--- config.mk ---
export PLATFORM = sky130hd
export DESIGN_NAME = bptc_cal_regs
export DESIGN_NICKNAME = d
export VERILOG_FILES = /design/src/design/bptc_pkg.sv /design/src/design/bptc_cal_regs.sv
export SDC_FILE = /design/constraint.sdc
export NUM_CORES = 1
export LEC_CHECK = 0
export ABC_AREA = 1
export ABC_CLOCK_PERIOD_IN_PS = 900
export BUFFER_PORTS_ARGS = -buffer_cell sky130_fd_sc_hd__buf_2
export CAP_MARGIN = 20
export CORE_MARGIN = 3
export CORE_UTILIZATION = 35
export DETAILED_ROUTE_END_ITERATION = 16
export PLACE_DENSITY = 0.64
export SLEW_MARGIN = 5
export SYNTH_ARGS = -nofsm -noshare
export SYNTH_HDL_FRONTEND = slang
export SYNTH_SLANG_ARGS = --single-unit
--- constraint.sdc ---
create_clock -name i_clk -period 0.9 [get_ports i_clk]
set_input_delay 0.09 -clock i_clk [delete_from_list [all_inputs] [get_ports i_clk]]
set_output_delay 0.09 -clock i_clk [all_outputs]
set_load 0.03 [all_outputs]
--- src/design/bptc_pkg.sv ---
// ----------------------------------------------------------------------------
// bptc_pkg
// shared widths, register codes and inter-stage types of the compensation
// pipeline
// ----------------------------------------------------------------------------
`default_nettype none

package bptc_pkg;

    localparam int RAW_W         = 24;   // width of each raw field on the bus
    localparam int ADC_BITS_DEF  = 24;
    localparam int IN_TDATA_W    = 2 * RAW_W;
    localparam int CAL_W         = 16;
    localparam int CFG_IDX_W     = 3;

    // calibration register indexes
    localparam logic [CFG_IDX_W-1:0] REG_C1 = 3'd0;
    localparam logic [CFG_IDX_W-1:0] REG_C2 = 3'd1;
    localparam logic [CFG_IDX_W-1:0] REG_C3 = 3'd2;
    localparam logic [CFG_IDX_W-1:0] REG_C4 = 3'd3;
    localparam logic [CFG_IDX_W-1:0] REG_C5 = 3'd4;
    localparam logic [CFG_IDX_W-1:0] REG_C6 = 3'd5;

    // internal widths
    localparam int DT_W    = 25;  // dT, signed
    localparam int DTEMP_W = 19;  // TEMP - 2000 before second order, signed
    localparam int E_W     = 20;  // TEMP + 1500, signed
    localparam int T2_W    = 17;  // T2, unsigned
    localparam int FO_W    = 36;  // first-order OFF and SENS, signed
    localparam int SQ_W    = 35;  // squared temperature terms, unsigned
    localparam int CORR_W  = 38;  // OFF2 and SENS2, unsigned
    localparam int TEMP_W  = 21;  // final TEMP before limiting, signed
    localparam int FIN_W   = 40;  // final OFF and SENS, signed

    // output fields
    localparam int TOUT_W      = 15;
    localparam int POUT_W      = 17;
    localparam int OUT_TDATA_W = TOUT_W + POUT_W;

    // arithmetic constants
    localparam int TEMP_REF      = 2000;
    localparam int TEMP_VLOW_OFS = 3500;   // threshold TEMP = -1500, i.e. 35.00 C below 20.00 C
    localparam int TEMP_MIN      = -4000;
    localparam int TEMP_MAX      = 8500;
    localparam int PRES_MAX      = 120000;

    typedef struct packed {
        logic [CAL_W-1:0] c1;
        logic [CAL_W-1:0] c2;
        logic [CAL_W-1:0] c3;
        logic [CAL_W-1:0] c4;
        logic [CAL_W-1:0] c5;
        logic [CAL_W-1:0] c6;
    } t_cal;

    // first-order result
    typedef struct packed {
        logic signed [DTEMP_W-1:0] dtemp;
        logic signed [E_W-1:0]     e;
        logic        [T2_W-1:0]    t2;
        logic signed [FO_W-1:0]    off;
        logic signed [FO_W-1:0]    sens;
    } t_fo;

    // second-order corrected result
    typedef struct packed {
        logic signed [TEMP_W-1:0] temp;
        logic signed [FIN_W-1:0]  off;
        logic signed [FIN_W-1:0]  sens;
    } t_so;

endpackage

`default_nettype wire

--- src/design/bptc_cal_regs.sv ---
// ----------------------------------------------------------------------------
// bptc_cal_regs
// calibration word register file, written through the config channel
// ----------------------------------------------------------------------------
`default_nettype none

module bptc_cal_regs (
    input  logic                           i_clk,
    input  logic                           i_rst_n,
    input  logic                           i_valid,
    output logic                           o_ready,
    input  logic [bptc_pkg::CFG_IDX_W-1:0] i_index,
    input  logic [bptc_pkg::CAL_W-1:0]     i_data,
    output bptc_pkg::t_cal                 o_cal
);
    import bptc_pkg::*;

    t_cal r_cal;
    t_cal n_cal;

    always_comb begin
        n_cal = r_cal;
        if (i_valid) begin
            unique case (i_index)
                REG_C1:  n_cal.c1 = i_data;
                REG_C2:  n_cal.c2 = i_data;
                REG_C3:  n_cal.c3 = i_data;
                REG_C4:  n_cal.c4 = i_data;
                REG_C5:  n_cal.c5 = i_data;
                REG_C6:  n_cal.c6 = i_data;
                default: n_cal = r_cal;   // index beyond the list
            endcase
        end
    end

    always_ff @(posedge i_clk) begin
        if (!i_rst_n) begin
            r_cal <= '0;
        end else begin
            r_cal <= n_cal;
        end
    end

    assign o_ready = 1'b1;
    assign o_cal   = r_cal;

endmodule

`default_nettype wire

Yosys cells after proc, flatten, opt, wreduce, memory -nomap -nowiden
Cells that the tools add are included.

Register bits after elaboration: 96. Latch bits: 0. Memory bits (writable): 0. Memory bits (read-only): 0. Output and inout bits: 97. Memories: 0.

Add/sub/neg operators: 0. Multiply operators: 0. Divide/modulo/power cells: 0. Magnitude comparators: 0. Eq/ne operators: 5. Shift-type cells: 0. Muxes and demuxes: 0. Bitwise operators: 0. Reductions and logical operators: 7.

Operator list (number): $reduce_and A2 Y1 (6); $eq A3 B2 Y1 const B (2); $eq A3 B3 Y1 const B (2); $eq A3 B1 Y1 const B (1); $logic_not A3 Y1 (1).

Depth between registers and ports, before layout
Depth after elaboration: 2. Depth in mapped cells: 6.

Least setup slack after synthesis
No wires, ideal clock.

Path type: input to register. Start: in i_rst_n. End: reg r_cal (netlist bit o_cal[72]). Arrival: 0.797 ns. Data required time: 0.836 ns. Setup slack: 0.039 ns. Stages on the path: 5. Path buffers: 3. Cell sequence: buf_2 buf_2 buf_1 nand2_1 nor2_1.

RTL lines: from (decl) (RTL line bptc_cal_regs.sv:9) `input logic i_rst_n,`; to (signal assigned) (RTL line bptc_cal_regs.sv:40) `r_cal <= n_cal;`; to (decl) (RTL line bptc_cal_regs.sv:18) `t_cal r_cal;`.

Final worst setup path
Start: reg r_cal (netlist bit o_cal[81]). End: out o_cal[81] in the netlist's numbering.

RTL lines: to (decl) (RTL line bptc_cal_regs.sv:14) `output bptc_pkg::t_cal o_cal`.

No word-level cell between the ends.

==> summary.txt <==
Place
  – RD Place Congestion: 0.778
  – IO buf count: 117
  – Post-DP Area: between 4000 and 5000 sq um
  – Post-DP HPWL: 8070 um

Synthesis
  – Synthesized area per cell: 6.99 sq um
  – Synth area leaders: dfxtp_1 (50%), nor2_1 (19%), nand3_1 (12%), nand2_1 (9.8%), buf_2 (2.8%)
  – Total number of yosys warnings: 0
  – Share of the synthesized area in the top cell type: 49.7%
  – Synth Area in Compound Gates: 0%
  – Mapped cell area: 3870 sq um
  – Sequential share of the synthesized area: 49.7%
  – Unique cell type count in the Yosys netlist: 13
  – Mapped Cells: 554
  – Synth Area in Adders: 0%
  – Largest family of logic cells by synthesized area: simple AND/OR/NAND/NOR gates
  – Dominant cell type by area after synthesis: dfxtp_1
  – Mux cell area share after synthesis: 0%
  – Syn nets: 576
  – Post-Synth XOR/XNOR Area: 0%
  – Post-Synth Simple-Gate Area: approximately 43%
  – Number of synthesized register bits: 96

Pwr
  – Total chip power: roughly 0.0096 W
  – Pwr dens: around 1600 nW/um^2
  – Pint: 0.00695 W
  – Worst vdd ir: 0.906 mV
  – Register share of total power: 47.5%
  – Combinational Power Share: 17.1%
  – Proportion of power drawn by the clock network: a little over a third
  – P_sw: 0.00261 W
  – Switching part of the total: 27.3%
  – Leakage: 2.68 nW

Finish
  – Design area: 5910 sq um
  – Fraction of final layout cells sized beyond drive strength 1: between 40 and 50%
  – Area growth syn-to-layout: 52.7%
  – Nets: about 700
  – Antenna fix cells: 0
  – # fillers: about 1000
  – Max reg flops: 96

Timing
  – Final setup margin: -0.0573 ns
  – Slew Viols, Final: 0
  – Clock Skews: 0 ns
  – Final Cycle Share: 106%
  – Min Tclk post-route: between 0.9 and 1 ns
  – Setup TNS: -2.62 ns
  – RSZ-0062 raised after global routing: yes
  – Max frequency: 1040 MHz
  – Final Hold Fails: 0
  – Final setup viols: 96

Routing
  – Post-Route WL: about 12000 um
  – Via density: 4.67
  – Avg WL per Cell: around 14 um
  – DR vias: roughly 3800
  – Final ANT Viol Nets: 0
  – Pre-Repair DR Iteration Count: 5
  – Remaining DRCs: 0
  – Drt initial violations: between 200 and 300

Setup path
  – Critical Path Fanout Max: 2
  – CP top delay family: flip-flops
  – Buf/Inv on CP: 1
  – CP Launch Type: flip-flop
  – Slowest cell on crit path: dfxtp_2
  – Crit-path cells: buf_6
  – Critical Path End Type: output pin
  – Worst Path Required: 0.81 ns
  – CP Class: reg -> out
  – Max incr delay on CP: 0.37 ns
  – CP arrival: 0.87 ns

Die
  – Die ar.: around 12000 sq um
  – Die width: approximately 110 um
  – Row count: 37
  – Die H: 111 um
  – CORE AREA: 10600 sq um
  – Initial Utilization: approximately 37%
  – I/O pins: 119

Global routing
  – GR Overflow Total: 0
  – Initial antenna violation count: 0
  – Pin count of the biggest net entering global routing: 59
  – First-pass GRT wire length: between 15000 and 20000 um
  – Tot GR Track Use: 19.8%
  – Vias in the first global route: 3666

Clocking
  – Clock root cell: clkbuf_8
  – CTS tree: yes
  – Htree depth: 3
  – CTS Sinks: 96
  – CTS Buffer Depth: 2
  – TritonCTS buffer count: 9
  – Post-CTS Hold Buffers: 0
  – Reg clk slew, reported paths: ~0.10 ns
  – Skew-Pair Late Insertion Delay: ~0.36 ns

Run
  – Max-cap violations: 0

Status
  – Run status: complete, but fails checks
  – Violated checks: setup timing

Min path
  – Worst min path class: in -> reg
-- final timing paths --
check / cells past startpoint / start / to / slack (ns)
setup / recovery: 1 / o_cal[81] / o_cal[81] / -0.06
hold / removal: 4 / i_rst_n / o_cal[5] / 0.16
setup reg to reg: 3 / o_cal[4] / o_cal[4] / 0.17
hold reg to reg: 2 / o_cal[59] / o_cal[59] / 0.49
-- power groups by stage --
| stage | combinational (W) | sequential, W | clock (W) |
|---|---|---|---|
| finish | 0.00163 | 0.00454 | 0.00339 |
| global route | 0.00177 | 0.00456 | 0.00363 |
| CTS | 0.00162 | 0.00454 | 0.00344 |
| global placement | 0.00142 | 0.00457 | 0 |
| detailed placement | 0.00143 | 0.00458 | 0 |
| floorplan | 0.000594 | 0.00486 | 0 |
-- synth_stat cells, drive strengths merged --
cell type / count
nand3: 96
conb: 1
inv: 22
nand2: 102
nor2: 202
dfxtp: 96
buf: 35
-- timing repair --
item / CTS / global route
gates resized for setup: 288 / 0
buffers inserted: 6 / 6
endpoints found under the setup margin: 96 / 96
pin swaps: 0 / 0
-- logic make-up after synthesis --
logic type    after synthesis
other cells                 1
flops                      96
simple gates              400
buf+inv                    57
-- through the flow --
stage | hold WS [ns] | setup WS [ns] | std cells | utilization (%)
after detailed placement | 0.466 | -0.174 | 797 | 46.1
after global placement | 0.463 | -0.114 | 797 | 46.1
after global routing | 0.150 | -0.0939 | 824 | 56.0
after CTS | 0.152 | -0.0664 | 818 | 55.6
final | 0.158 | -0.0573 | 824 | 56.0
after floorplan | 0.330 | 0.0394 | 554 | -
-- final cells by class --
type                       count  area [sq um]  area share, %
sequential                    96          2040           34.5
timing repair buffer         154          1690           28.6
multi-input combinational    401          1690           28.6
tap                          136           170           2.88
clock buffer                   9           124           2.10
clock inverter                 6           115           1.95
inverter                      22          82.6           1.40
-- layer usage --
metal	up-vias	wire length [um]	GRT usage, %
li1	1978	-	-
met1	1725	5090	25.3
met2	123	5690	31.7
met3	18	879	4.42
met4	0	284	9.49
met5	-	0	0
-- cell usage in the layout (no fill, tap or decap), types with 7 or more instances in the layout --
| master | instances |
|---|---|
| nor2_1 | 192 |
| nand2_1 | 101 |
| buf_4 | 19 |
| dfxtp_2 | 96 |
| clkbuf_8 | 9 |
| buf_12 | 18 |
| buf_6 | 96 |
| nand3_1 | 96 |
| nor2_4 | 7 |
| buf_2 | 21 |
| inv_1 | 20 |
(Power assumes the default switching activity.)
