<file path="src/design/bptc_pkg.sv">
// ----------------------------------------------------------------------------
// bptc_pkg
// shared widths, register codes and inter-stage types of the compensation
// pipeline
// ----------------------------------------------------------------------------
`default_nettype none

package bptc_pkg;

    localparam int RAW_W         = 24;   // width of each raw field on the bus
    localparam int ADC_BITS_DEF  = 24;
    localparam int IN_TDATA_W    = 2 * RAW_W;
    localparam int CAL_W         = 16;
    localparam int CFG_IDX_W     = 3;

    // calibration register indexes
    localparam logic [CFG_IDX_W-1:0] REG_C1 = 3'd0;
    localparam logic [CFG_IDX_W-1:0] REG_C2 = 3'd1;
    localparam logic [CFG_IDX_W-1:0] REG_C3 = 3'd2;
    localparam logic [CFG_IDX_W-1:0] REG_C4 = 3'd3;
    localparam logic [CFG_IDX_W-1:0] REG_C5 = 3'd4;
    localparam logic [CFG_IDX_W-1:0] REG_C6 = 3'd5;

    // internal widths
    localparam int DT_W    = 25;  // dT, signed
    localparam int DTEMP_W = 19;  // TEMP - 2000 before second order, signed
    localparam int E_W     = 20;  // TEMP + 1500, signed
    localparam int T2_W    = 17;  // T2, unsigned
    localparam int FO_W    = 36;  // first-order OFF and SENS, signed
    localparam int SQ_W    = 35;  // squared temperature terms, unsigned
    localparam int CORR_W  = 38;  // OFF2 and SENS2, unsigned
    localparam int TEMP_W  = 21;  // final TEMP before limiting, signed
    localparam int FIN_W   = 40;  // final OFF and SENS, signed

    // output fields
    localparam int TOUT_W      = 15;
    localparam int POUT_W      = 17;
    localparam int OUT_TDATA_W = TOUT_W + POUT_W;

    // arithmetic constants
    localparam int TEMP_REF      = 2000;
    localparam int TEMP_VLOW_OFS = 3500;   // threshold TEMP = -1500, i.e. 35.00 C below 20.00 C
    localparam int TEMP_MIN      = -4000;
    localparam int TEMP_MAX      = 8500;
    localparam int PRES_MAX      = 120000;

    typedef struct packed {
        logic [CAL_W-1:0] c1;
        logic [CAL_W-1:0] c2;
        logic [CAL_W-1:0] c3;
        logic [CAL_W-1:0] c4;
        logic [CAL_W-1:0] c5;
        logic [CAL_W-1:0] c6;
    } t_cal;

    // first-order result
    typedef struct packed {
        logic signed [DTEMP_W-1:0] dtemp;
        logic signed [E_W-1:0]     e;
        logic        [T2_W-1:0]    t2;
        logic signed [FO_W-1:0]    off;
        logic signed [FO_W-1:0]    sens;
    } t_fo;

    // second-order corrected result
    typedef struct packed {
        logic signed [TEMP_W-1:0] temp;
        logic signed [FIN_W-1:0]  off;
        logic signed [FIN_W-1:0]  sens;
    } t_so;

endpackage

`default_nettype wire

</file>
<file path="src/design/bptc_second_order.sv">
// ----------------------------------------------------------------------------
// bptc_second_order
// three stages: squared temperature terms, T2 / OFF2 / SENS2, corrected values
// ----------------------------------------------------------------------------
`default_nettype none

module bptc_second_order #(
    parameter int ADC_BITS = bptc_pkg::ADC_BITS_DEF
) (
    input  logic                i_clk,
    input  logic                i_rst_n,
    input  logic                i_valid,
    output logic                o_ready,
    input  logic [ADC_BITS-1:0] i_d1,
    input  bptc_pkg::t_fo       i_fo,
    output logic                o_valid,
    input  logic                i_ready,
    output logic [ADC_BITS-1:0] o_d1,
    output bptc_pkg::t_so       o_so
);
    import bptc_pkg::*;

    localparam int SQA_W = 2 * DTEMP_W;
    localparam int SQB_W = 2 * E_W;

    logic [2:0] r_v;
    logic [2:0] en;

    // stage 4
    logic [ADC_BITS-1:0]       r_d1_s4;
    logic signed [DTEMP_W-1:0] r_dtemp;
    logic [T2_W-1:0]           r_t2;
    logic signed [FO_W-1:0]    r_off_s4, r_sens_s4;
    logic                      r_low, r_vlow;
    logic [SQ_W-1:0]           r_a, r_b;
    logic signed [SQA_W-1:0]   n_a;
    logic signed [SQB_W-1:0]   n_b;

    // stage 5
    logic [ADC_BITS-1:0]      r_d1_s5;
    logic signed [TEMP_W-1:0] r_temp;
    logic signed [FO_W-1:0]   r_off_s5, r_sens_s5;
    logic [CORR_W-1:0]        r_off2, r_sens2;
    logic [CORR_W-1:0]        a5, b7, b11;
    logic [CORR_W-1:0]        n_off2, n_sens2;
    logic [T2_W-1:0]          t2_g;
    logic signed [TEMP_W-1:0] n_temp;

    // stage 6
    logic [ADC_BITS-1:0] r_d1_s6;
    t_so                 r_so;
    t_so                 n_so;

    assign en[2]   = !r_v[2] || i_ready;
    assign en[1]   = !r_v[1] || en[2];
    assign en[0]   = !r_v[0] || en[1];
    assign o_ready = en[0];
    assign o_valid = r_v[2];

    always_ff @(posedge i_clk) begin
        if (!i_rst_n) begin
            r_v <= '0;
        end else begin
            if (en[0]) r_v[0] <= i_valid;
            if (en[1]) r_v[1] <= r_v[0];
            if (en[2]) r_v[2] <= r_v[1];
        end
    end

    assign n_a = SQA_W'(i_fo.dtemp) * SQA_W'(i_fo.dtemp);
    assign n_b = SQB_W'(i_fo.e) * SQB_W'(i_fo.e);

    // constant multiples by shift and add, then gate on the temperature bands
    always_comb begin
        a5      = {3'd0, r_a} + {1'b0, r_a, 2'd0};
        b7      = {r_b, 3'd0} - {3'd0, r_b};
        b11     = {r_b, 3'd0} + {2'd0, r_b, 1'b0} + {3'd0, r_b};
        n_off2  = (r_low ? {1'b0, a5[CORR_W-1:1]} : '0)
                + ((r_low && r_vlow) ? b7 : '0);
        n_sens2 = (r_low ? {2'd0, a5[CORR_W-1:2]} : '0)
                + ((r_low && r_vlow) ? {1'b0, b11[CORR_W-1:1]} : '0);
        t2_g    = r_low ? r_t2 : '0;
        n_temp  = TEMP_W'(r_dtemp) + TEMP_W'(TEMP_REF)
                - $signed({{(TEMP_W-T2_W){1'b0}}, t2_g});
    end

    always_comb begin
        n_so.temp = r_temp;
        n_so.off  = FIN_W'(r_off_s5) - $signed({{(FIN_W-CORR_W){1'b0}}, r_off2});
        n_so.sens = FIN_W'(r_sens_s5) - $signed({{(FIN_W-CORR_W){1'b0}}, r_sens2});
    end

    always_ff @(posedge i_clk) begin
        if (en[0]) begin
            r_d1_s4   <= i_d1;
            r_dtemp   <= i_fo.dtemp;
            r_t2      <= i_fo.t2;
            r_off_s4  <= i_fo.off;
            r_sens_s4 <= i_fo.sens;
            r_low     <= i_fo.dtemp[DTEMP_W-1];
            r_vlow    <= i_fo.e[E_W-1];
            r_a       <= n_a[SQ_W-1:0];
            r_b       <= n_b[SQ_W-1:0];
        end
        if (en[1]) begin
            r_d1_s5   <= r_d1_s4;
            r_temp    <= n_temp;
            r_off_s5  <= r_off_s4;
            r_sens_s5 <= r_sens_s4;
            r_off2    <= n_off2;
            r_sens2   <= n_sens2;
        end
        if (en[2]) begin
            r_d1_s6 <= r_d1_s5;
            r_so    <= n_so;
        end
    end

    assign o_d1 = r_d1_s6;
    assign o_so = r_so;

endmodule

`default_nettype wire

</file>
<file path="config.mk">
export PLATFORM = sky130hd
export DESIGN_NAME = bptc_second_order
export DESIGN_NICKNAME = d
export VERILOG_FILES = /design/src/design/bptc_pkg.sv /design/src/design/bptc_second_order.sv
export SDC_FILE = /design/constraint.sdc
export NUM_CORES = 2
export LEC_CHECK = 0
export BUFFER_PORTS_ARGS = -buffer_cell sky130_fd_sc_hd__buf_4
export CELL_PAD_IN_SITES_DETAIL_PLACEMENT = 0
export CELL_PAD_IN_SITES_GLOBAL_PLACEMENT = 1
export CORE_ASPECT_RATIO = 0.75
export CORE_MARGIN = 2
export CORE_UTILIZATION = 52
export CTS_BUF_LIST = sky130_fd_sc_hd__clkbuf_4 sky130_fd_sc_hd__clkbuf_8
export CTS_CLUSTER_SIZE = 10
export DETAILED_ROUTE_END_ITERATION = 8
export GPL_TIMING_DRIVEN = 0
export HOLD_SLACK_MARGIN = 0.08
export PLACE_DENSITY_LB_ADDON = 0.1
export SYNTH_ARGS = -nofsm -noshare
export SYNTH_HDL_FRONTEND = slang
export SYNTH_SLANG_ARGS = --single-unit
</file>
<file path="constraint.sdc">
create_clock -name i_clk -period 9.97 [get_ports i_clk]
set_input_delay 1.994 -clock i_clk [delete_from_list [all_inputs] [get_ports i_clk]]
set_output_delay 1.994 -clock i_clk [all_outputs]
set_load 0.005 [all_outputs]
</file>
# [Word level (Yosys, flattened, before mapping)]
# Index checks and enable logic that the tools add are counted.
[word_totals] ff_bits=525 word_cells=46
[op_classes] n_mux=5 mul=2 n_reduce_logical=7 addsub=10
[ops] operator="$sub 36x39->40" count=2
[ops] operator="$mux 37" count=2
[ops] operator="$add 35x37->38" count=1
[ops] operator="$add 36x37->38" count=1
[ops] operator="$add 37x38->38" count=1
[ops] operator="$add 38x35->38" count=1
[ops] operator="$add 38x36->38" count=1
[ops] operator="$mux 38" count=1
[ops] operator="$sub 38x35->38" count=1
[ops] operator="$mux 36" count=1
[ops] operator="$mul 19x19->35" count=1
[ops] operator="$mul 20x20->35" count=1
[ops] operator="$sub 20x18->21" count=1
[ops] operator="$add 19x12->20 const B" count=1
[ops] operator="$mux 17" count=1
[ops] operator="$logic_not 1->1" count=3
[ops] operator="$logic_or 1x1->1" count=3
[ops] operator="$logic_and 1x1->1" count=1

# [Longest topological paths before layout]
[logic_depth] ltp_word=4 depth_mapped=29

# [Least setup slack after synthesis]
# Ideal clock, no wire load.
[synth_timing] path_type="in2reg" startpoint="input i_ready" endpoint="register r_a[10] (enable)" n_path_buf=0 path_slack_ns=1.133 stages=2 arrival_ns=6.729 setup_ns=2.109 cell_sequence="nor2b_1 nand3_1"
[synth_between] elab_chain_cells=3
[synth_rtl] item="from (decl)" line="bptc_second_order.sv:17" rtl="input logic i_ready,"
[synth_rtl] item="$logic_or 1x1->1" line="bptc_second_order.sv:54" rtl="assign en[2] = !r_v[2] || i_ready;"
[synth_rtl] item="$logic_or 1x1->1" line="bptc_second_order.sv:55" rtl="assign en[1] = !r_v[1] || en[2];"
[synth_rtl] item="$logic_or 1x1->1" line="bptc_second_order.sv:56" rtl="assign en[0] = !r_v[0] || en[1];"
[synth_rtl] item="net o_ready" line="bptc_second_order.sv:13" rtl="output logic o_ready,"
[synth_rtl] item="to (signal assigned)" line="bptc_second_order.sv:102" rtl="r_a <= n_a[SQ_W-1:0];"
[synth_rtl] item="to (decl)" line="bptc_second_order.sv:35" rtl="logic [SQ_W-1:0] r_a, r_b;"
# The timed path passes the listed nets, and every way through them passes these cells.
# A chain may end at the register's enable or synchronous reset.

# [Final worst setup path]
[layout_timing] startpoint="input i_fo[113] (netlist name)" endpoint="register r_a[33], data pin"
[layout_between] elab_chain_cells=1
[layout_rtl] item="from (decl)" line="bptc_second_order.sv:15" rtl="input bptc_pkg::t_fo i_fo,"
[layout_rtl] item="$mul 19x19->35" line="bptc_second_order.sv:70" rtl="assign n_a = SQA_W'(i_fo.dtemp) * SQA_W'(i_fo.dtemp);"
[layout_rtl] item="net n_a[33]" line="bptc_second_order.sv:36" rtl="logic signed [SQA_W-1:0] n_a;"
# The timed path passes the listed nets, and every way through them passes these cells.

==> impl_metrics.toml <==
[die]
core_area_um2 = 102000
initial_core_util_pct = 52.7
ios = 283
rows = 101
die_w_um = 374
die_area_um2 = 106000
die_h_um = 282

[global_route]
antenna_found_initial = 5
grt-ovfl-total = 0
grt_pass1_vias = 36672
grt_max_degree = 88
grt_pass1_wl_um = 205000
grt_usage_pct = 25.1

[critical_path]
critPathMaxStageDelay_ps = 720
arrival_ps = 9930
path_common_cell = "fa_1"
startpoint_type = "input port"
rrSetupSlack_ps = 3390
worst_ep_required_time_ps = 10430
critPathBufInv = 7
worstSetupPathType = "input port to flop"
cp_slowest_cell = "clkbuf_1"
critPathMaxFanout = 10
cpLargestDelayFamily = "adder cells"
reg2reg_depth = 23
end_kind = "flop"
r2r_end = "r_off2[37]"
r2r-start = "r_dtemp[0]"

[synthesis]
ys_top_cells_by_area = "edfxtp_1 (29%), fa_1 (26%), ha_1 (12%), inv_1 (6.8%), xnor2_1 (3.7%)"
yosysSeqAreaShare_pct = 29.1
synth_cells = 5093
yosysWarningCount = 0
async_flop_share_pct = 0
synth_ff_type = "edfxtp_1"
synth_nets = 6436
synth_area_per_cell_um2 = 10.5
synth.top_cells.by_count = "inv_1 (976), fa_1 (692), edfxtp_1 (517), ha_1 (495), nand2_1 (342)"
synth-edff-count = 517
synthDominantCellAreaShare_pct = 29.0
ys_seq_elements = 520
syn_area_um2 = 53500
synth_cell_types = 78
yosysMostFrequentCell = "inv_1"
yosys.area.top_type = "edfxtp_1"

[timing]
finClkSkew_ps = 55.5
fin_crit_sh_pct = 95.0
max_slew_margin_pct = 32.0
timing.fmax_mhz = 106
min_period_ps = 9470
hold_viol = 0
hold_slack_ps = 400
setup_viol = 0
finalMaxSlewViolations = 0
rsz0062_at_grt = "false"
max_slew.worst_pin.slew_ps = 1010

[cts]
cts_hold_buf = 0
clkTransAtPathRegs_ps = 60
htree_levels = 3
clk_path_buf_depth = 3
cts_resized = 0
insertion_delay_ps = 720
clock_sinks = 520
root_buffer = "clkbuf_8"
cts_tree = "built"
cts-buffers-inserted = 88
cts_setup_buffers = 0

[detailed_routing]
wl_um = 130000
vias_per_cell = 5.31
vias = 36505
detail-route-antenna-nets = 0
drc = 0
wl_per_cell_um = 18.9
drt_iter0_markers = 2659
drtPass1Iterations = 5

[run]
drv_cap = 0

[worst_hold_path]
min-delay-start = "r_off_s4[2]"
min_path_type = "flop to flop"
holdPathEnd = "r_off_s5[2]"
hold_depth = 0

[placement]
numPortBuffers = 277
place_hpwl_um = 108000
gp_congestion = 0.931
place_area_um2 = 57500

[layout]
design_area_um2 = 59300
syn_to_final_growth_pct = 10.8
drive_gt1_share_pct = 8.51
fin_nets = 6810

[status]
outcome = "finished, final reports clean"
-- cell usage in the layout (no fill, tap or decap), types with 48 or more instances in the layout --
| cell type | count |
|---|---|
| a21o_1 | 126 |
| a21oi_1 | 265 |
| and2_1 | 183 |
| buf_4 | 277 |
| clkbuf_1 | 98 |
| clkbuf_8 | 89 |
| edfxtp_1 | 517 |
| fa_1 | 692 |
| ha_1 | 495 |
| inv_1 | 975 |
| nand2_1 | 341 |
| nand2b_1 | 48 |
| nand3_1 | 56 |
| nor2_1 | 275 |
| nor2b_1 | 60 |
| nor3_1 | 63 |
| o21a_1 | 57 |
| o21ai_0 | 143 |
| xnor2_1 | 228 |
| xor2_1 | 94 |
-- worst max path at each step --
| stage | from | endpoint | slack (ps) | depth (start not counted) |
|---|---|---|---|---|
| after detailed placement | i_fo[114] | r_a[34] | -220 | 25 |
| final | i_fo[113] | r_a[33] | 500 | 25 |
| after global placement | i_ready | o_ready | -3860 | 4 |
| after global routing | i_fo[113] | r_a[33] | 210 | 25 |
| after floorplan | i_ready | r_a[10] | 1130 | 2 |
| after CTS | i_fo[114] | r_a[34] | 530 | 25 |
-- layer usage --
layer  global-route usage [%]  part of all wire [%]  up-vias  wire length [µm]
met2                     35.9                    41     1099             53200
met5                        0                     0        -                 0
met3                     4.21                   7.1      130              9190
li1                         -                     -    17548                 -
met4                     5.81                   1.9        0              2470
met1                     39.7                    50    17728             65000
-- per-stage QoR --
step | utilization [%] | setup WS (ps) | setup TNS (ps) | std cells
after floorplan | - | 1130 | 0 | 5093
after global placement | 56.4 | -3860 | -550760 | 6709
after detailed placement | 56.6 | -221 | -332 | 6716
after CTS | 58.3 | 533 | 0 | 6876
after global routing | 58.4 | 214 | 0 | 6879
final | 58.4 | 503 | 0 | 6879
-- state kept, by name, summed over array words and instances, names as in the netlist --
name       cells
o_so         101
r_off2        38
r_sens2       37
r_off_s4      36
r_off_s5      36
r_sens_s4     36
r_sens_s5     36
r_b           34
r_a           33
o_d1          24
r_d1_s4       24
r_d1_s5       24
r_temp        21
r_dtemp       19
r_t2          17
r_v            3
r_vlow         1
-- kinds of logic after synthesis --
logic type | Yosys count | share of synthesized area [%]
fa+ha+maj | 1187 | 37.5
mux | 8 | 0.159
compound gates | 823 | 9.92
simple gates | 1156 | 10.5
other cells | 1 | 0.00701
xor+xnor | 322 | 5.27
buf+inv | 1076 | 7.55
flops | 520 | 29.1
-- area by class of cell --
| type | count | area (µm²) |
|---|---|---|
| diodes | 3 | 7.51 |
| plain buffers | 99 | 378 |
| clock buffers | 123 | 1480 |
| clock inverters | 37 | 305 |
| fillers | 8884 | 42300 |
| inverters | 977 | 3670 |
| multi-input cells | 3497 | 33900 |
| flip-flops and latches | 520 | 15600 |
| well taps | 1339 | 1680 |
| repair buffers | 284 | 2270 |
Power is left out: the tool's default activity adds up to more than one toggle a clock period on the data nets, which glitch-free logic cannot reach.
