===== config.mk =====
export PLATFORM = sky130hd
export DESIGN_NAME = bptc_pressure
export DESIGN_NICKNAME = d
export VERILOG_FILES = /design/src/design/bptc_pkg.sv /design/src/design/bptc_pressure.sv
export SDC_FILE = /design/constraint.sdc
export NUM_CORES = 2
export LEC_CHECK = 0
export BUFFER_PORTS_ARGS = -buffer_cell sky130_fd_sc_hd__buf_4
export CELL_PAD_IN_SITES_DETAIL_PLACEMENT = 1
export CELL_PAD_IN_SITES_GLOBAL_PLACEMENT = 1
export CORE_MARGIN = 5
export CORE_UTILIZATION = 45
export CTS_CLUSTER_DIAMETER = 200
export CTS_CLUSTER_SIZE = 24
export DETAILED_ROUTE_END_ITERATION = 7
export GPL_TIMING_DRIVEN = 0
export PLACE_DENSITY = 0.79
export SLEW_MARGIN = 20
export SYNTH_ARGS = -nofsm -noshare
export SYNTH_HDL_FRONTEND = slang
export SYNTH_SLANG_ARGS = --single-unit

===== constraint.sdc =====
create_clock -name i_clk -period 9.1 [get_ports i_clk]
set_clock_uncertainty 0.2 [all_clocks]
set_input_delay 1.82 -clock i_clk [delete_from_list [all_inputs] [get_ports i_clk]]
set_output_delay 1.82 -clock i_clk [all_outputs]
set_load 0.03 [all_outputs]

===== src/design/bptc_pkg.sv =====
// ----------------------------------------------------------------------------
// bptc_pkg
// shared widths, register codes and inter-stage types of the compensation
// pipeline
// ----------------------------------------------------------------------------
`default_nettype none

package bptc_pkg;

    localparam int RAW_W         = 24;   // width of each raw field on the bus
    localparam int ADC_BITS_DEF  = 24;
    localparam int IN_TDATA_W    = 2 * RAW_W;
    localparam int CAL_W         = 16;
    localparam int CFG_IDX_W     = 3;

    // calibration register indexes
    localparam logic [CFG_IDX_W-1:0] REG_C1 = 3'd0;
    localparam logic [CFG_IDX_W-1:0] REG_C2 = 3'd1;
    localparam logic [CFG_IDX_W-1:0] REG_C3 = 3'd2;
    localparam logic [CFG_IDX_W-1:0] REG_C4 = 3'd3;
    localparam logic [CFG_IDX_W-1:0] REG_C5 = 3'd4;
    localparam logic [CFG_IDX_W-1:0] REG_C6 = 3'd5;

    // internal widths
    localparam int DT_W    = 25;  // dT, signed
    localparam int DTEMP_W = 19;  // TEMP - 2000 before second order, signed
    localparam int E_W     = 20;  // TEMP + 1500, signed
    localparam int T2_W    = 17;  // T2, unsigned
    localparam int FO_W    = 36;  // first-order OFF and SENS, signed
    localparam int SQ_W    = 35;  // squared temperature terms, unsigned
    localparam int CORR_W  = 38;  // OFF2 and SENS2, unsigned
    localparam int TEMP_W  = 21;  // final TEMP before limiting, signed
    localparam int FIN_W   = 40;  // final OFF and SENS, signed

    // output fields
    localparam int TOUT_W      = 15;
    localparam int POUT_W      = 17;
    localparam int OUT_TDATA_W = TOUT_W + POUT_W;

    // arithmetic constants
    localparam int TEMP_REF      = 2000;
    localparam int TEMP_VLOW_OFS = 3500;   // threshold TEMP = -1500, i.e. 35.00 C below 20.00 C
    localparam int TEMP_MIN      = -4000;
    localparam int TEMP_MAX      = 8500;
    localparam int PRES_MAX      = 120000;

    typedef struct packed {
        logic [CAL_W-1:0] c1;
        logic [CAL_W-1:0] c2;
        logic [CAL_W-1:0] c3;
        logic [CAL_W-1:0] c4;
        logic [CAL_W-1:0] c5;
        logic [CAL_W-1:0] c6;
    } t_cal;

    // first-order result
    typedef struct packed {
        logic signed [DTEMP_W-1:0] dtemp;
        logic signed [E_W-1:0]     e;
        logic        [T2_W-1:0]    t2;
        logic signed [FO_W-1:0]    off;
        logic signed [FO_W-1:0]    sens;
    } t_fo;

    // second-order corrected result
    typedef struct packed {
        logic signed [TEMP_W-1:0] temp;
        logic signed [FIN_W-1:0]  off;
        logic signed [FIN_W-1:0]  sens;
    } t_so;

endpackage

`default_nettype wire


===== src/design/bptc_pressure.sv =====
// ----------------------------------------------------------------------------
// bptc_pressure
// three stages: split D1 * SENS products, recombine and shift, subtract OFF
// and limit both outputs into the output register
// ----------------------------------------------------------------------------
`default_nettype none

module bptc_pressure #(
    parameter int ADC_BITS = bptc_pkg::ADC_BITS_DEF
) (
    input  logic                          i_clk,
    input  logic                          i_rst_n,
    input  logic                          i_valid,
    output logic                          o_ready,
    input  logic [ADC_BITS-1:0]           i_d1,
    input  bptc_pkg::t_so                 i_so,
    output logic                          o_valid,
    input  logic                          i_ready,
    output logic [bptc_pkg::TOUT_W-1:0]   o_temp,
    output logic [bptc_pkg::POUT_W-1:0]   o_pres,
    output logic                          o_clamp
);
    import bptc_pkg::*;

    localparam int SPLIT   = 20;
    localparam int PL_W    = ADC_BITS + SPLIT;
    localparam int PH_W    = ADC_BITS + 1 + FIN_W - SPLIT;
    localparam int PROD_W  = PH_W + SPLIT + 1;
    localparam int P_SH    = 21;
    localparam int Q1_W    = PROD_W - P_SH;
    localparam int Q_W     = ((Q1_W > FIN_W) ? Q1_W : FIN_W) + 1;
    localparam int Q_SH    = 15;
    localparam int P_W     = Q_W - Q_SH;

    logic [2:0] r_v;
    logic [2:0] en;

    // stage 7
    logic [PL_W-1:0]          r_pl, n_pl;
    logic signed [PH_W-1:0]   r_ph, n_ph;
    logic signed [FIN_W-1:0]  r_off_s7;
    logic signed [TEMP_W-1:0] r_temp_s7;

    // stage 8
    logic signed [PROD_W-1:0] s8_hi, s8_lo, s8_prod;
    logic signed [Q1_W-1:0]   r_q1;
    logic signed [FIN_W-1:0]  r_off_s8;
    logic signed [TEMP_W-1:0] r_temp_s8;

    // stage 9
    logic signed [Q_W-1:0] s9_q;
    logic signed [P_W-1:0] s9_p;
    logic                  t_lo, t_hi, p_lo, p_hi;
    logic [TOUT_W-1:0]     r_tout, n_tout;
    logic [POUT_W-1:0]     r_pout, n_pout;
    logic                  r_clamp, n_clamp;

    assign en[2]   = !r_v[2] || i_ready;
    assign en[1]   = !r_v[1] || en[2];
    assign en[0]   = !r_v[0] || en[1];
    assign o_ready = en[0];
    assign o_valid = r_v[2];

    always_ff @(posedge i_clk) begin
        if (!i_rst_n) begin
            r_v <= '0;
        end else begin
            if (en[0]) r_v[0] <= i_valid;
            if (en[1]) r_v[1] <= r_v[0];
            if (en[2]) r_v[2] <= r_v[1];
        end
    end

    // SENS split into an unsigned low part and a signed high part
    assign n_pl = PL_W'(i_d1) * PL_W'(i_so.sens[SPLIT-1:0]);
    assign n_ph = PH_W'($signed({1'b0, i_d1})) * PH_W'($signed(i_so.sens[FIN_W-1:SPLIT]));

    assign s8_hi   = PROD_W'($signed({r_ph, {SPLIT{1'b0}}}));
    assign s8_lo   = $signed(PROD_W'(r_pl));
    assign s8_prod = s8_hi + s8_lo;

    always_comb begin
        s9_q = Q_W'(r_q1) - Q_W'(r_off_s8);
        s9_p = $signed(s9_q[Q_W-1:Q_SH]);
        t_lo = r_temp_s8 < TEMP_W'(TEMP_MIN);
        t_hi = r_temp_s8 > TEMP_W'(TEMP_MAX);
        p_lo = s9_p[P_W-1];
        p_hi = s9_p > P_W'(PRES_MAX);
        priority if (t_lo) begin
            n_tout = TOUT_W'(TEMP_MIN);
        end else if (t_hi) begin
            n_tout = TOUT_W'(TEMP_MAX);
        end else begin
            n_tout = r_temp_s8[TOUT_W-1:0];
        end
        priority if (p_lo) begin
            n_pout = '0;
        end else if (p_hi) begin
            n_pout = POUT_W'(PRES_MAX);
        end else begin
            n_pout = s9_p[POUT_W-1:0];
        end
        n_clamp = t_lo || t_hi || p_lo || p_hi;
    end

    always_ff @(posedge i_clk) begin
        if (en[0]) begin
            r_pl      <= n_pl;
            r_ph      <= n_ph;
            r_off_s7  <= i_so.off;
            r_temp_s7 <= i_so.temp;
        end
        if (en[1]) begin
            r_q1      <= s8_prod[PROD_W-1:P_SH];
            r_off_s8  <= r_off_s7;
            r_temp_s8 <= r_temp_s7;
        end
        if (en[2]) begin
            r_tout  <= n_tout;
            r_pout  <= n_pout;
            r_clamp <= n_clamp;
        end
    end

    assign o_temp  = r_tout;
    assign o_pres  = r_pout;
    assign o_clamp = r_clamp;

endmodule

`default_nettype wire


# After elaboration in Yosys (flattened, before gate mapping)
# Index checks and enable logic that the tools add are counted.
word_totals:
  regBits: 292
  inputBits: 129
  output_inout_bits: 35
  elab_cells: 35
op_classes:
  add_sub_neg: 2
  n_mul: 2
  order_cmp: 3
  mux: 2
  reduce_logical: 11
op_table:
  columns: ["cell", "n"]
  rows:
  - ["$add A65 B45 Y66", 1]
  - ["$sub A45 B40 Y46", 1]
  - ["$mul A25 B20 Y45", 1]
  - ["$mul A24 B20 Y44", 1]
  - ["$gt A31 B18 Y1 const B", 1]
  - ["$gt A21 B15 Y1 const B", 1]
  - ["$lt A21 B13 Y1 const B", 1]
  - ["$mux W17", 1]
  - ["$mux W15", 1]
  - ["$logic_or A1 B1 Y1", 6]
  - ["$reduce_or A2 Y1", 2]
  - ["$logic_not A1 Y1", 3]

# Longest topological paths before layout
logic_depth:
  word_depth: 4
  mapped_depth: 29
  mapped_depth_nobuf: 27

# Least setup slack after synthesis
# Ideal clock, no wire load.
synth_timing:
  path_type: "input to register"
  from: "input i_so[5] (netlist name)"
  to: "register r_pl[43], data pin"
  setup_ns: 0.260
  t_arrival_ns: 8.195
  t_required_ns: 8.640
  path_slack_ns: 0.445
  stages: 26
  path_buffers: 1
  cell_sequence: "clkbuf_1 nand2_1 fa_1 inv_1 fa_1 inv_1 fa_1 inv_1 fa_1 fa_1 fa_1 inv_1 fa_1 inv_1 ha_1 a21o_1 a21o_1 a21oi_1 o21ai_0 o2111a_1 o211a_1 nor2_1 o41ai_2 a2111oi_0 nor3_1 xnor2_1"
synth_between:
  elab_chain_len: 1
synth_rtl:
  columns: ["item", "line_no", "source"]
  rows:
  - ["start, declared", "bptc_pressure.sv:16", "input bptc_pkg::t_so i_so,"]
  - ["$mul A24 B20 Y44", "bptc_pressure.sv:75", "assign n_pl = PL_W'(i_d1) * PL_W'(i_so.sens[SPLIT-1:0]);"]
  - ["net n_pl[43]", "bptc_pressure.sv:39", "logic [PL_W-1:0] r_pl, n_pl;"]
  - ["end signal, assigned", "bptc_pressure.sv:108", "r_pl <= n_pl;"]
  - ["end, declared", "bptc_pressure.sv:39", null]
# The timed path passes the listed nets, and every way through them passes these cells.
# A chain may end at the register's enable or synchronous reset.

# Final worst setup path
layout_timing:
  from: "input i_d1[12]"
  to: "register r_pl[42], data pin"
layout_between:
  elab_chain_len: 1
layout_rtl:
  columns: ["item", "line_no", "source"]
  rows:
  - ["start, declared", "bptc_pressure.sv:15", "input logic [ADC_BITS-1:0] i_d1,"]
  - ["$mul A24 B20 Y44", "bptc_pressure.sv:75", null]
  - ["net n_pl[42]", "bptc_pressure.sv:39", null]
# The timed path passes the listed nets, and every way through them passes these cells.

==> results.cfg <==
[run_status]
status = complete, but fails checks
failed_checks = negative setup slack

[drt]
routed_wl_mm = 148
wire_per_inst_microns = 24.9
firstDrtPassIters = 5
drc = 0
drtIter0Drc = 2229
antenna_left = 0
vias_per_cell = 5.53
vias = 32900

[grt]
grtUsageTotal = 0.286
grt_pass1_wl_mm = 225
grt_max_degree = 55
overflow = 0
grt_pass1_vias = 36900
antenna_found_initial = 18

[clocking]
ctsRootBufferMaster = clkbuf_16
clock-sinks = 272
cts.clk_slew.worst_paths_ps = 110
clk_latency_ps = 520
htree_levels = 1
cts_tree = built
cts_buffers = 15
clk_path_buf_depth = 3

[synth]
synth-edff-count = 269
ys_warn_count = 0
synth-seq-cells = 272
synth_nets = 5796
syn_area_sq_um = 43900
synthArstFlopShare = 0
syn_inst = 4482
avgSynthCellArea_sq_um = 9.79
synth_flop_cell = edfxtp_1
ys_types = 82
synth_seq_area_share = 0.185

[floorplanning]
die-width_microns = 322
initial_core_util = 0.454
die_area_sq_um = 104000
die_y_microns = 322
core_area_sq_um = 96700
io_pins = 164
row_count = 114

[sta]
worst_slew_pin_slew_ps = 1230
tns_ps = -3.87
slew_headroom = 0.181
finalHoldViolCount = 0
fmax_mhz = 110
finalSetupViolCount = 1
worst_slack_ps = -3.87
rsz0062_at_grt = yes
fin_crit_ps = 9100
min_period_over_period = 1.00
finalMaxSlewViolations = 0

[finish]
area.sequential_sq_um = 8140
area_delta_synth_final_pct = 8.88
multi_input_area_sq_um = 31600
final_net_count = 5974
num-fill-cells = 10900
drive_gt1_frac = 0.0864

[critical_path]
critPathLaunchType = input port
endpoint_kind = flop
cp_slowest_cell = fa_1
crit_type = input port to flop
cp.required_ps = 9140
critPathMaxStageDelay_ps = 540
cpMostUsedCell = fa_1
crit_fanout = 10
arrival_ps = 9150

[place]
place_congestion = 0.991
hpwl_mm = 121
io_buffers = 141

[min_path]
hold_path_class = flop to flop

[flow_run]
max-cap-violations = 0
[layout make-up]
| cell class | instances | area share |
|---|---|---|
| inverters | 953 | 0.0749 |
| clock buffers | 19 | 0.00817 |
| repair buffers | 164 | 0.0277 |
| plain buffers | 201 | 0.0231 |
| diodes | 8 | 0.000419 |
| multi-input cells | 3053 | 0.662 |
| clock inverters | 1 | 0.000340 |
| well taps | 1276 | 0.0334 |
| flip-flops and latches | 272 | 0.170 |
[layer usage]
| layer | wire, microns | global-route usage | part of all wire |
|---|---|---|---|
| met1 | 56900 | 0.361 | 0.38 |
| met2 | 69400 | 0.478 | 0.47 |
| met3 | 13500 | 0.0610 | 0.091 |
| met4 | 8510 | 0.127 | 0.057 |
| met5 | 46 | 0 | 0.00031 |
[Yosys cell counts, drive strengths merged (4+ instances only)]
library cell,count,area [sq um]
a31oi,15,130
nor2b,18,113
o211ai,9,67.6
and3,21,131
or2,5,31.3
o31ai,9,82.6
nor4,5,46.3
a211o,10,87.6
nand4,33,221
edfxtp,269,8080
and4,9,78.8
clkbuf,195,732
fa,785,15700
o21ai,73,377
nand2b,29,189
o21bai,16,131
a21oi,112,579
xnor2,83,727
a21o,62,473
nand3,30,150
a2111oi,7,81.3
a221oi,4,35.0
or3,6,37.5
a211oi,13,103
xor2,42,383
inv,953,3580
nand2,552,2070
and2,491,3070
a21boi,6,45.1
buf,9,45.0
nor2,106,408
nor3,24,130
o21a,30,225
o41ai,4,50.1
ha,400,5000
[critical path, delay by kind of cell]
family | cells | cell delay (ps)
buffers and inverters | 8 | 1130
AND/OR/NAND/NOR | 4 | 770
AO/OA/AOI/OAI | 7 | 1470
XOR/XNOR | 1 | 180
adder cells (fa/ha/maj) | 8 | 3770
[logic make-up after synthesis]
logic type / after synthesis / share of synthesized area
compound gates: 405 / 0.0637
flops: 272 / 0.185
fa+ha+maj: 1185 / 0.472
mux: 3 / 0.000684
simple gates: 1335 / 0.154
xor+xnor: 125 / 0.0253
buf+inv: 1157 / 0.0992
[layout by cell type, fill, tap and decap left out, types with 6 or more instances in the layout]
cell / count
a211o_1: 10
a211oi_1: 12
a21o_1: 61
a21oi_1: 105
a21oi_2: 6
a31oi_1: 12
and2_1: 490
and3_1: 21
and4_1: 9
buf_2: 20
buf_4: 166
buf_6: 7
clkbuf_1: 63
clkbuf_16: 15
clkbuf_2: 84
clkbuf_4: 16
diode_2: 8
edfxtp_1: 269
fa_1: 779
fa_2: 6
ha_1: 397
inv_1: 947
inv_2: 6
nand2_1: 550
nand2b_1: 28
nand3_1: 29
nand4_1: 32
nor2_1: 101
nor2b_1: 18
nor3_1: 21
o211ai_1: 9
o21a_1: 30
o21ai_0: 64
o21bai_1: 14
or3_1: 6
xnor2_1: 80
xor2_1: 39
[metrics by stage]
stage	worst slack, ps	utilization	area, sq um	hold WS, ps	cells
finish	-3.87	0.494	47800	208	5947
global placement	-1930	0.481	46500	201	5899
detailed placement	-2000	0.483	46700	205	5903
global route	-65.0	0.494	47800	223	5940
floorplan	445	-	43900	200	4482
CTS	0.761	0.489	47300	217	5926
[final timing paths]
kind,start,to,slack [ps],cells after the start
hold reg to reg,r_off_s7[31],r_off_s8[31],210,0
hold / removal,r_off_s7[31],r_off_s8[31],210,0
setup / recovery,i_d1[12],r_pl[42],-4,28
setup reg to reg,r_q1[17],o_pres[3],4850,13
[state kept, by name, summed over array words and instances, names as in the netlist]
signal	count
o_pres	17
o_temp	15
r_ph	45
r_temp_s7	21
o_clamp	1
r_off_s7	40
r_temp_s8	21
r_q1	45
r_pl	24
r_off_s8	40
r_v	3
[timing repair]
action / 4_1_cts / 5_1_grt
setup endpoints to repair: 40 / 12
pin swaps: 6 / 36
hold buffers: 0 / 0
buffers inserted: 5 / 14
gates resized for setup: 125 / 210
Power is not shown: default switching activity piles up to over one toggle a cycle in this logic, so the estimate is an artifact.
