### src/design/bptc_pkg.sv
// ----------------------------------------------------------------------------
// bptc_pkg
// shared widths, register codes and inter-stage types of the compensation
// pipeline
// ----------------------------------------------------------------------------
`default_nettype none

package bptc_pkg;

    localparam int RAW_W         = 24;   // width of each raw field on the bus
    localparam int ADC_BITS_DEF  = 24;
    localparam int IN_TDATA_W    = 2 * RAW_W;
    localparam int CAL_W         = 16;
    localparam int CFG_IDX_W     = 3;

    // calibration register indexes
    localparam logic [CFG_IDX_W-1:0] REG_C1 = 3'd0;
    localparam logic [CFG_IDX_W-1:0] REG_C2 = 3'd1;
    localparam logic [CFG_IDX_W-1:0] REG_C3 = 3'd2;
    localparam logic [CFG_IDX_W-1:0] REG_C4 = 3'd3;
    localparam logic [CFG_IDX_W-1:0] REG_C5 = 3'd4;
    localparam logic [CFG_IDX_W-1:0] REG_C6 = 3'd5;

    // internal widths
    localparam int DT_W    = 25;  // dT, signed
    localparam int DTEMP_W = 19;  // TEMP - 2000 before second order, signed
    localparam int E_W     = 20;  // TEMP + 1500, signed
    localparam int T2_W    = 17;  // T2, unsigned
    localparam int FO_W    = 36;  // first-order OFF and SENS, signed
    localparam int SQ_W    = 35;  // squared temperature terms, unsigned
    localparam int CORR_W  = 38;  // OFF2 and SENS2, unsigned
    localparam int TEMP_W  = 21;  // final TEMP before limiting, signed
    localparam int FIN_W   = 40;  // final OFF and SENS, signed

    // output fields
    localparam int TOUT_W      = 15;
    localparam int POUT_W      = 17;
    localparam int OUT_TDATA_W = TOUT_W + POUT_W;

    // arithmetic constants
    localparam int TEMP_REF      = 2000;
    localparam int TEMP_VLOW_OFS = 3500;   // threshold TEMP = -1500, i.e. 35.00 C below 20.00 C
    localparam int TEMP_MIN      = -4000;
    localparam int TEMP_MAX      = 8500;
    localparam int PRES_MAX      = 120000;

    typedef struct packed {
        logic [CAL_W-1:0] c1;
        logic [CAL_W-1:0] c2;
        logic [CAL_W-1:0] c3;
        logic [CAL_W-1:0] c4;
        logic [CAL_W-1:0] c5;
        logic [CAL_W-1:0] c6;
    } t_cal;

    // first-order result
    typedef struct packed {
        logic signed [DTEMP_W-1:0] dtemp;
        logic signed [E_W-1:0]     e;
        logic        [T2_W-1:0]    t2;
        logic signed [FO_W-1:0]    off;
        logic signed [FO_W-1:0]    sens;
    } t_fo;

    // second-order corrected result
    typedef struct packed {
        logic signed [TEMP_W-1:0] temp;
        logic signed [FIN_W-1:0]  off;
        logic signed [FIN_W-1:0]  sens;
    } t_so;

endpackage

`default_nettype wire

### src/design/bptc_first_order.sv
// ----------------------------------------------------------------------------
// bptc_first_order
// three stages: dT, calibration products, first-order TEMP / OFF / SENS / T2
// ----------------------------------------------------------------------------
`default_nettype none

module bptc_first_order #(
    parameter int ADC_BITS = bptc_pkg::ADC_BITS_DEF
) (
    input  logic                i_clk,
    input  logic                i_rst_n,
    input  bptc_pkg::t_cal      i_cal,
    input  logic                i_valid,
    output logic                o_ready,
    input  logic [ADC_BITS-1:0] i_d1,
    input  logic [ADC_BITS-1:0] i_d2,
    output logic                o_valid,
    input  logic                i_ready,
    output logic [ADC_BITS-1:0] o_d1,
    output bptc_pkg::t_fo       o_fo
);
    import bptc_pkg::*;

    localparam int MP_W    = DT_W + CAL_W + 1;  // dT times a calibration word
    localparam int SQF_W   = 2 * DT_W;
    localparam int SQV_W   = 2 * DT_W - 2;      // dT^2 is positive and below 2^48
    localparam int T_SH    = 23;
    localparam int OFF_SH  = 7;
    localparam int SENS_SH = 8;
    localparam int T2_SH   = 31;

    logic [2:0] r_v;
    logic [2:0] en;

    // stage 1
    logic [ADC_BITS-1:0]    r_d1_s1;
    logic signed [DT_W-1:0] r_dt;
    logic signed [DT_W-1:0] n_dt;

    // stage 2
    logic [ADC_BITS-1:0]     r_d1_s2;
    logic signed [MP_W-1:0]  r_mt, r_moff, r_msens;
    logic signed [MP_W-1:0]  n_mt, n_moff, n_msens;
    logic signed [SQF_W-1:0] n_sq;
    logic [SQV_W-1:0]        r_sq;

    // stage 3
    logic [ADC_BITS-1:0]       r_d1_s3;
    t_fo                       r_fo;
    t_fo                       n_fo;
    logic signed [DTEMP_W-1:0] s3_dtemp;

    assign en[2]   = !r_v[2] || i_ready;
    assign en[1]   = !r_v[1] || en[2];
    assign en[0]   = !r_v[0] || en[1];
    assign o_ready = en[0];
    assign o_valid = r_v[2];

    always_ff @(posedge i_clk) begin
        if (!i_rst_n) begin
            r_v <= '0;
        end else begin
            if (en[0]) r_v[0] <= i_valid;
            if (en[1]) r_v[1] <= r_v[0];
            if (en[2]) r_v[2] <= r_v[1];
        end
    end

    // dT = D2 - C5 * 256
    assign n_dt = $signed({1'b0, (DT_W-1)'(i_d2)}) - $signed({1'b0, i_cal.c5, 8'd0});

    assign n_mt    = MP_W'(r_dt) * MP_W'($signed({1'b0, i_cal.c6}));
    assign n_moff  = MP_W'(r_dt) * MP_W'($signed({1'b0, i_cal.c4}));
    assign n_msens = MP_W'(r_dt) * MP_W'($signed({1'b0, i_cal.c3}));
    assign n_sq    = SQF_W'(r_dt) * SQF_W'(r_dt);

    always_comb begin
        s3_dtemp   = $signed(r_mt[MP_W-1:T_SH]);
        n_fo.dtemp = s3_dtemp;
        n_fo.e     = E_W'(s3_dtemp) + E_W'(TEMP_VLOW_OFS);
        n_fo.t2    = r_sq[SQV_W-1:T2_SH];
        n_fo.off   = $signed({4'd0, i_cal.c2, 16'd0})
                   + FO_W'($signed(r_moff[MP_W-1:OFF_SH]));
        n_fo.sens  = $signed({5'd0, i_cal.c1, 15'd0})
                   + FO_W'($signed(r_msens[MP_W-1:SENS_SH]));
    end

    always_ff @(posedge i_clk) begin
        if (en[0]) begin
            r_d1_s1 <= i_d1;
            r_dt    <= n_dt;
        end
        if (en[1]) begin
            r_d1_s2 <= r_d1_s1;
            r_mt    <= n_mt;
            r_moff  <= n_moff;
            r_msens <= n_msens;
            r_sq    <= n_sq[SQV_W-1:0];
        end
        if (en[2]) begin
            r_d1_s3 <= r_d1_s2;
            r_fo    <= n_fo;
        end
    end

    assign o_d1 = r_d1_s3;
    assign o_fo = r_fo;

endmodule

`default_nettype wire

### config.mk
export PLATFORM = sky130hd
export DESIGN_NAME = bptc_first_order
export DESIGN_NICKNAME = d
export VERILOG_FILES = /design/src/design/bptc_pkg.sv /design/src/design/bptc_first_order.sv
export SDC_FILE = /design/constraint.sdc
export NUM_CORES = 2
export LEC_CHECK = 0
export BUFFER_PORTS_ARGS = -buffer_cell sky130_fd_sc_hd__buf_2
export CAP_MARGIN = 20
export CORE_MARGIN = 4
export CORE_UTILIZATION = 52
export CTS_CLUSTER_DIAMETER = 80
export DETAILED_ROUTE_END_ITERATION = 16
export PLACE_DENSITY_LB_ADDON = 0.3
export SLEW_MARGIN = 10
export SYNTH_ARGS = -nofsm -noshare
export SYNTH_HDL_FRONTEND = slang
export SYNTH_SLANG_ARGS = --single-unit
export TNS_END_PERCENT = 5
### constraint.sdc
create_clock -name i_clk -period 9.48 [get_ports i_clk]
set_input_delay 0.948 -clock i_clk [delete_from_list [all_inputs] [get_ports i_clk]]
set_output_delay 0.948 -clock i_clk [all_outputs]
set_load 0.02 [all_outputs]
**After elaboration in Yosys (flattened, before gate mapping)**

Index checks and enable logic that the tools add are counted.

- $mul: 4
- Add/subtract/negate cells: 4
- Reductions and logical operators: 6

Operators with widths:

| operator | number |
|---|---|
| multiplier 25 x 17 -> 42 bit | 3 |
| multiplier 25 x 25 -> 48 bit | 1 |
| adder 33 x 35 -> 36 bit | 1 |
| adder 32 x 34 -> 35 bit | 1 |
| subtractor 24 x 24 -> 25 bit | 1 |
| adder 19 x 13 -> 20 bit, second input constant | 1 |
| zero test 1 bit | 3 |
| logical OR 1 bit | 3 |

- Output and inout bits: 154
- Logic and storage cells: 30
- Bits in registers: 402

**Longest topological paths before layout**

- Word-level depth: 4
- Gate-level depth with buffers: 29
- Mapped depth without buffers: 27

**Worst setup path before layout**

Ideal clock, no wire load.

- Path type: register to register
- From: register r_dt[24]
- To: register r_sq[47], data pin
- Path slack: 1.714 ns
- Data arrival time: 7.629 ns
- Library setup time: 0.138 ns
- Cell stages (with the launch flop): 24
- Cells stage by stage: edfxtp_1 clkbuf_1 buf_1 nand2_1 inv_1 fa_1 fa_1 inv_1 fa_1 inv_1 fa_1 fa_1 fa_1 inv_1 fa_1 inv_1 ha_1 a2111o_1 o31a_1 a41o_1 a211o_1 a221o_1 or4_1 nand4_1

- Longest elaborated chain between the ends: 1

Ends and longest elaborated chain:

| item | RTL line | source |
|---|---|---|
| start, declared | bptc_first_order.sv:37 | `logic signed [DT_W-1:0] r_dt;` |
| start signal, assigned | bptc_first_order.sv:91 | `r_dt <= n_dt;` |
| multiplier 25 x 25 -> 48 bit | bptc_first_order.sv:75 | `assign n_sq = SQF_W'(r_dt) * SQF_W'(r_dt);` |
| named net n_sq[47] | bptc_first_order.sv:44 | `logic signed [SQF_W-1:0] n_sq;` |
| end signal, assigned | bptc_first_order.sv:98 | `r_sq <= n_sq[SQV_W-1:0];` |
| end, declared | bptc_first_order.sv:45 | `logic [SQV_W-1:0] r_sq;` |

The timed path passes the listed nets, and every way through them passes these cells.
A chain may end at the register's enable or synchronous reset.

**Worst setup path after layout**

- From: register r_dt[18]
- To: register r_sq[47], data pin

The elaborated chain is that of the path after synthesis.

==> results_dict.tcl <==
set metrics [dict create \
    timing.hold.worst.class "flip-flop to flip-flop" \
    cts_root_buf "sky130_fd_sc_hd__clkbuf_16" \
    rsz0062_at_grt "no" \
    avgViaCountPerCell 5.130 \
    synthTopCellsByCount "sky130_fd_sc_hd__inv_1, sky130_fd_sc_hd__fa_1, sky130_fd_sc_hd__nand2_1" \
    cts_buffers 43 \
    cts_setup_buffers 0 \
    synth_area_in_compound_gates 0.02953 \
    data_arrival_time_of_the_critical_path_ps 8940 \
    area_delta_synth_final_pct 6.588 \
    syn_warnings 0 \
    crit_path_cell_trace "nand2_1 -> fa_1 -> inv_1 -> fa_1 -> inv_1 -> fa_1 -> fa_1 -> inv_1 -> fa_1 -> fa_1 -> inv_1 -> fa_1 -> inv_1 -> ha_1 -> o21a_1 -> o21a_1 -> o31ai_1 -> a21oi_1 -> o31a_1 -> a41o_1 -> a211o_1 -> a221o_1 -> or4_1 -> nand4_1" \
    worst_setup_hold_path_clk_slew_ps 60 \
    worst-slew-pin-transition_ps 1002 \
    post_cts_hold_buffer_count 0 \
    clock-skew-final_ps 40.61 \
    io-pin-count 302 \
    max_cap_viol_count 0 \
    globalRoute.totalOverflow 0 \
    period_minus_slack_ps 8458 \
    cell_type_with_the_largest_total_area_after_synthesis "sky130_fd_sc_hd__fa_1" \
    drive_gt1_frac 0.06201 \
    critical_path_maximum_fanout 18 \
    clockBufferDepth 3 \
    start_util 0.5224 \
    yosys-top-cells-area "sky130_fd_sc_hd__fa_1, sky130_fd_sc_hd__edfxtp_1, sky130_fd_sc_hd__inv_1" \
    postRouteAntennaNets 0 \
    drt-initial-drc-count 2470 \
    design.core.area_um2 139400 \
    muxShareOfSynthArea 0.0001375 \
    drc 0 \
    synth_simple_gate_area_share 0.1214 \
    route.vias.total 47790 \
    dp_hpwl_mm 135.9 \
    fmax_ghz 0.1182 \
    chipHeight_um 382.2 \
    timing_hold_violations_final 0 \
    yosys.area_share.adder 0.5697 \
    setup_viol 0 \
    synth.lib_cells_used.distinct 65 \
    htree_levels 2 \
    critical-path-top-delay-family "adder cells" \
    die_extent_in_x_um 382.2 \
    synth_nets 9694 \
    grt_max_degree 78 \
    grt_util_all_layers 0.2438 \
    crit_slowest_cell "sky130_fd_sc_hd__edfxtp_1" \
    netlist_instances 7287 \
    design.die.area_um2 146100 \
    place.gp.congestion 0.8974 \
    number_of_max_slew_violations_in_the_final_report 0 \
    worst-endpoint-required_ps 9960 \
    outcome "finished, final reports clean" \
    dr.pass1.iters 5 \
    largest_family_of_logic_cells_by_synthesized_area "adder cells" \
    number_of_enable_flip_flop_cells_after_synthesis 327 \
    grt_pass1_wl_mm 284.0 \
    synth-async-reset-ratio 0 \
    max_stage_delay_ps 1010 \
    worst_slew_margin_rel 0.3323 \
    worstPathBufferInverterCount 5 \
    routed_wl_mm 168.0 \
    post_synth_instance_area_um2 72800 \
    yosys_register_bits 330 \
    period_share 0.8922 \
    path_common_cell "sky130_fd_sc_hd__fa_1" \
    worst-setup-path-type "flip-flop to flip-flop" \
    syn_area_per_cell_um2 9.991 \
    ys.flop_type "sky130_fd_sc_hd__edfxtp_1" \
    clkLatencyLatePin_ps 640 \
    drt-wirelength-per-cell_um 18.04 \
    antenna_found_initial 13 \
    setup_tns_ps 0 \
    cts.sink_count 330 \
    endpoint_kind "flip-flop" \
    num-nets-final 9812 \
    placement.io_buffers 301 \
    area_share_of_the_largest_cell_type_after_synthesis 0.4840 \
    placement_rows 137 \
    first_global_vias 54200 \
    startpoint_type "flip-flop" \
    yosysMostFrequentCell "sky130_fd_sc_hd__inv_1" \
    cts_repair_resize_count 0 \
    yosysSeqAreaShare 0.1357 \
    tritoncts "yes" \
    synth_xor_xnor_area_share 0.02346 \
]
## cells in the final DEF (no fill, tap or decap), types with 5 or more instances in the layout
cell                        instances
sky130_fd_sc_hd__a211oi_1          16
sky130_fd_sc_hd__a21boi_0           9
sky130_fd_sc_hd__a21o_1            34
sky130_fd_sc_hd__a21oi_1          114
sky130_fd_sc_hd__a31oi_1            8
sky130_fd_sc_hd__and2_1           613
sky130_fd_sc_hd__and3_1            17
sky130_fd_sc_hd__buf_12             5
sky130_fd_sc_hd__buf_2            301
sky130_fd_sc_hd__buf_4             72
sky130_fd_sc_hd__clkbuf_16         43
sky130_fd_sc_hd__diode_2            5
sky130_fd_sc_hd__edfxtp_1         327
sky130_fd_sc_hd__fa_1            1760
sky130_fd_sc_hd__ha_1             499
sky130_fd_sc_hd__inv_1           2019
sky130_fd_sc_hd__inv_6              6
sky130_fd_sc_hd__inv_8              5
sky130_fd_sc_hd__nand2_1          931
sky130_fd_sc_hd__nand2b_1          19
sky130_fd_sc_hd__nand3_1           24
sky130_fd_sc_hd__nand4_1           18
sky130_fd_sc_hd__nor2_1           126
sky130_fd_sc_hd__nor2b_1           44
sky130_fd_sc_hd__nor3_1            31
sky130_fd_sc_hd__o211ai_1          11
sky130_fd_sc_hd__o21a_1            26
sky130_fd_sc_hd__o21ai_0           52
sky130_fd_sc_hd__o21ai_1            5
sky130_fd_sc_hd__o21bai_1           7
sky130_fd_sc_hd__o31ai_1            6
sky130_fd_sc_hd__or3_1              5
sky130_fd_sc_hd__xnor2_1          148
sky130_fd_sc_hd__xor2_1            47
## final timing paths
check | start | cells past startpoint | slack, ps | end
hold reg to reg | r_d1_s1[23]$_DFFE_PP_ | 0 | 410 | r_d1_s2[23]$_DFFE_PP_
setup / recovery | r_dt[18]$_DFFE_PP_ | 24 | 1020 | r_sq[47]$_DFFE_PP_
setup reg to reg | r_dt[18]$_DFFE_PP_ | 24 | 1020 | r_sq[47]$_DFFE_PP_
hold / removal | r_d1_s1[23]$_DFFE_PP_ | 0 | 410 | r_d1_s2[23]$_DFFE_PP_
## layout make-up
cell class	count	area [µm²]
fill	12270	61760
multi-input combinational	4631	54200
sequential	330	9879
inverter	2020	7587
tap	1876	2347
timing repair buffer	379	2175
clock buffer	50	1132
clock inverter	24	265.3
antenna	5	12.51
## through the flow
stage	instances	hold WS, ps	utilization	worst slack (ps)	area (µm²)
after floorplan	7287	400.3	-	1714	72800
after global placement	9235	400.4	0.5465	1238	76160
after detailed placement	9235	404.5	0.5465	1140	76160
after CTS	9309	414.0	0.5565	1102	77560
after global routing	9312	420.2	0.5568	602.5	77590
final	9315	414.3	0.5568	1022	77600
## layer usage
metal  GRT usage  part of all wire
met2      0.4169              0.50
met1      0.3302              0.41
met5           0           0.00043
met4     0.05258             0.021
met3     0.04041             0.067
## logic make-up (layout without fill, tap and decap cells)
kind of cell / after synthesis / after routing
buffers and inverters: 2326 / 2473
other: 0 / 5
xor gates and xnor gates: 195 / 195
AOI/OAI and AO/OA: 332 / 332
adders and majority gates: 2259 / 2259
DFF: 330 / 330
and+or+nand+nor: 1844 / 1844
muxes: 1 / 1
## registers in the layout, summed over array words and instances (netlist names)
register  flops
r_d1_s1      24
r_dt         25
o_d1         24
r_v           3
o_fo        125
r_moff       35
r_mt         19
r_d1_s2      24
r_msens      34
r_sq         17
Power is left out: the tool's default activity adds up to more than one toggle a clock period on the data nets, which glitch-free logic cannot reach.
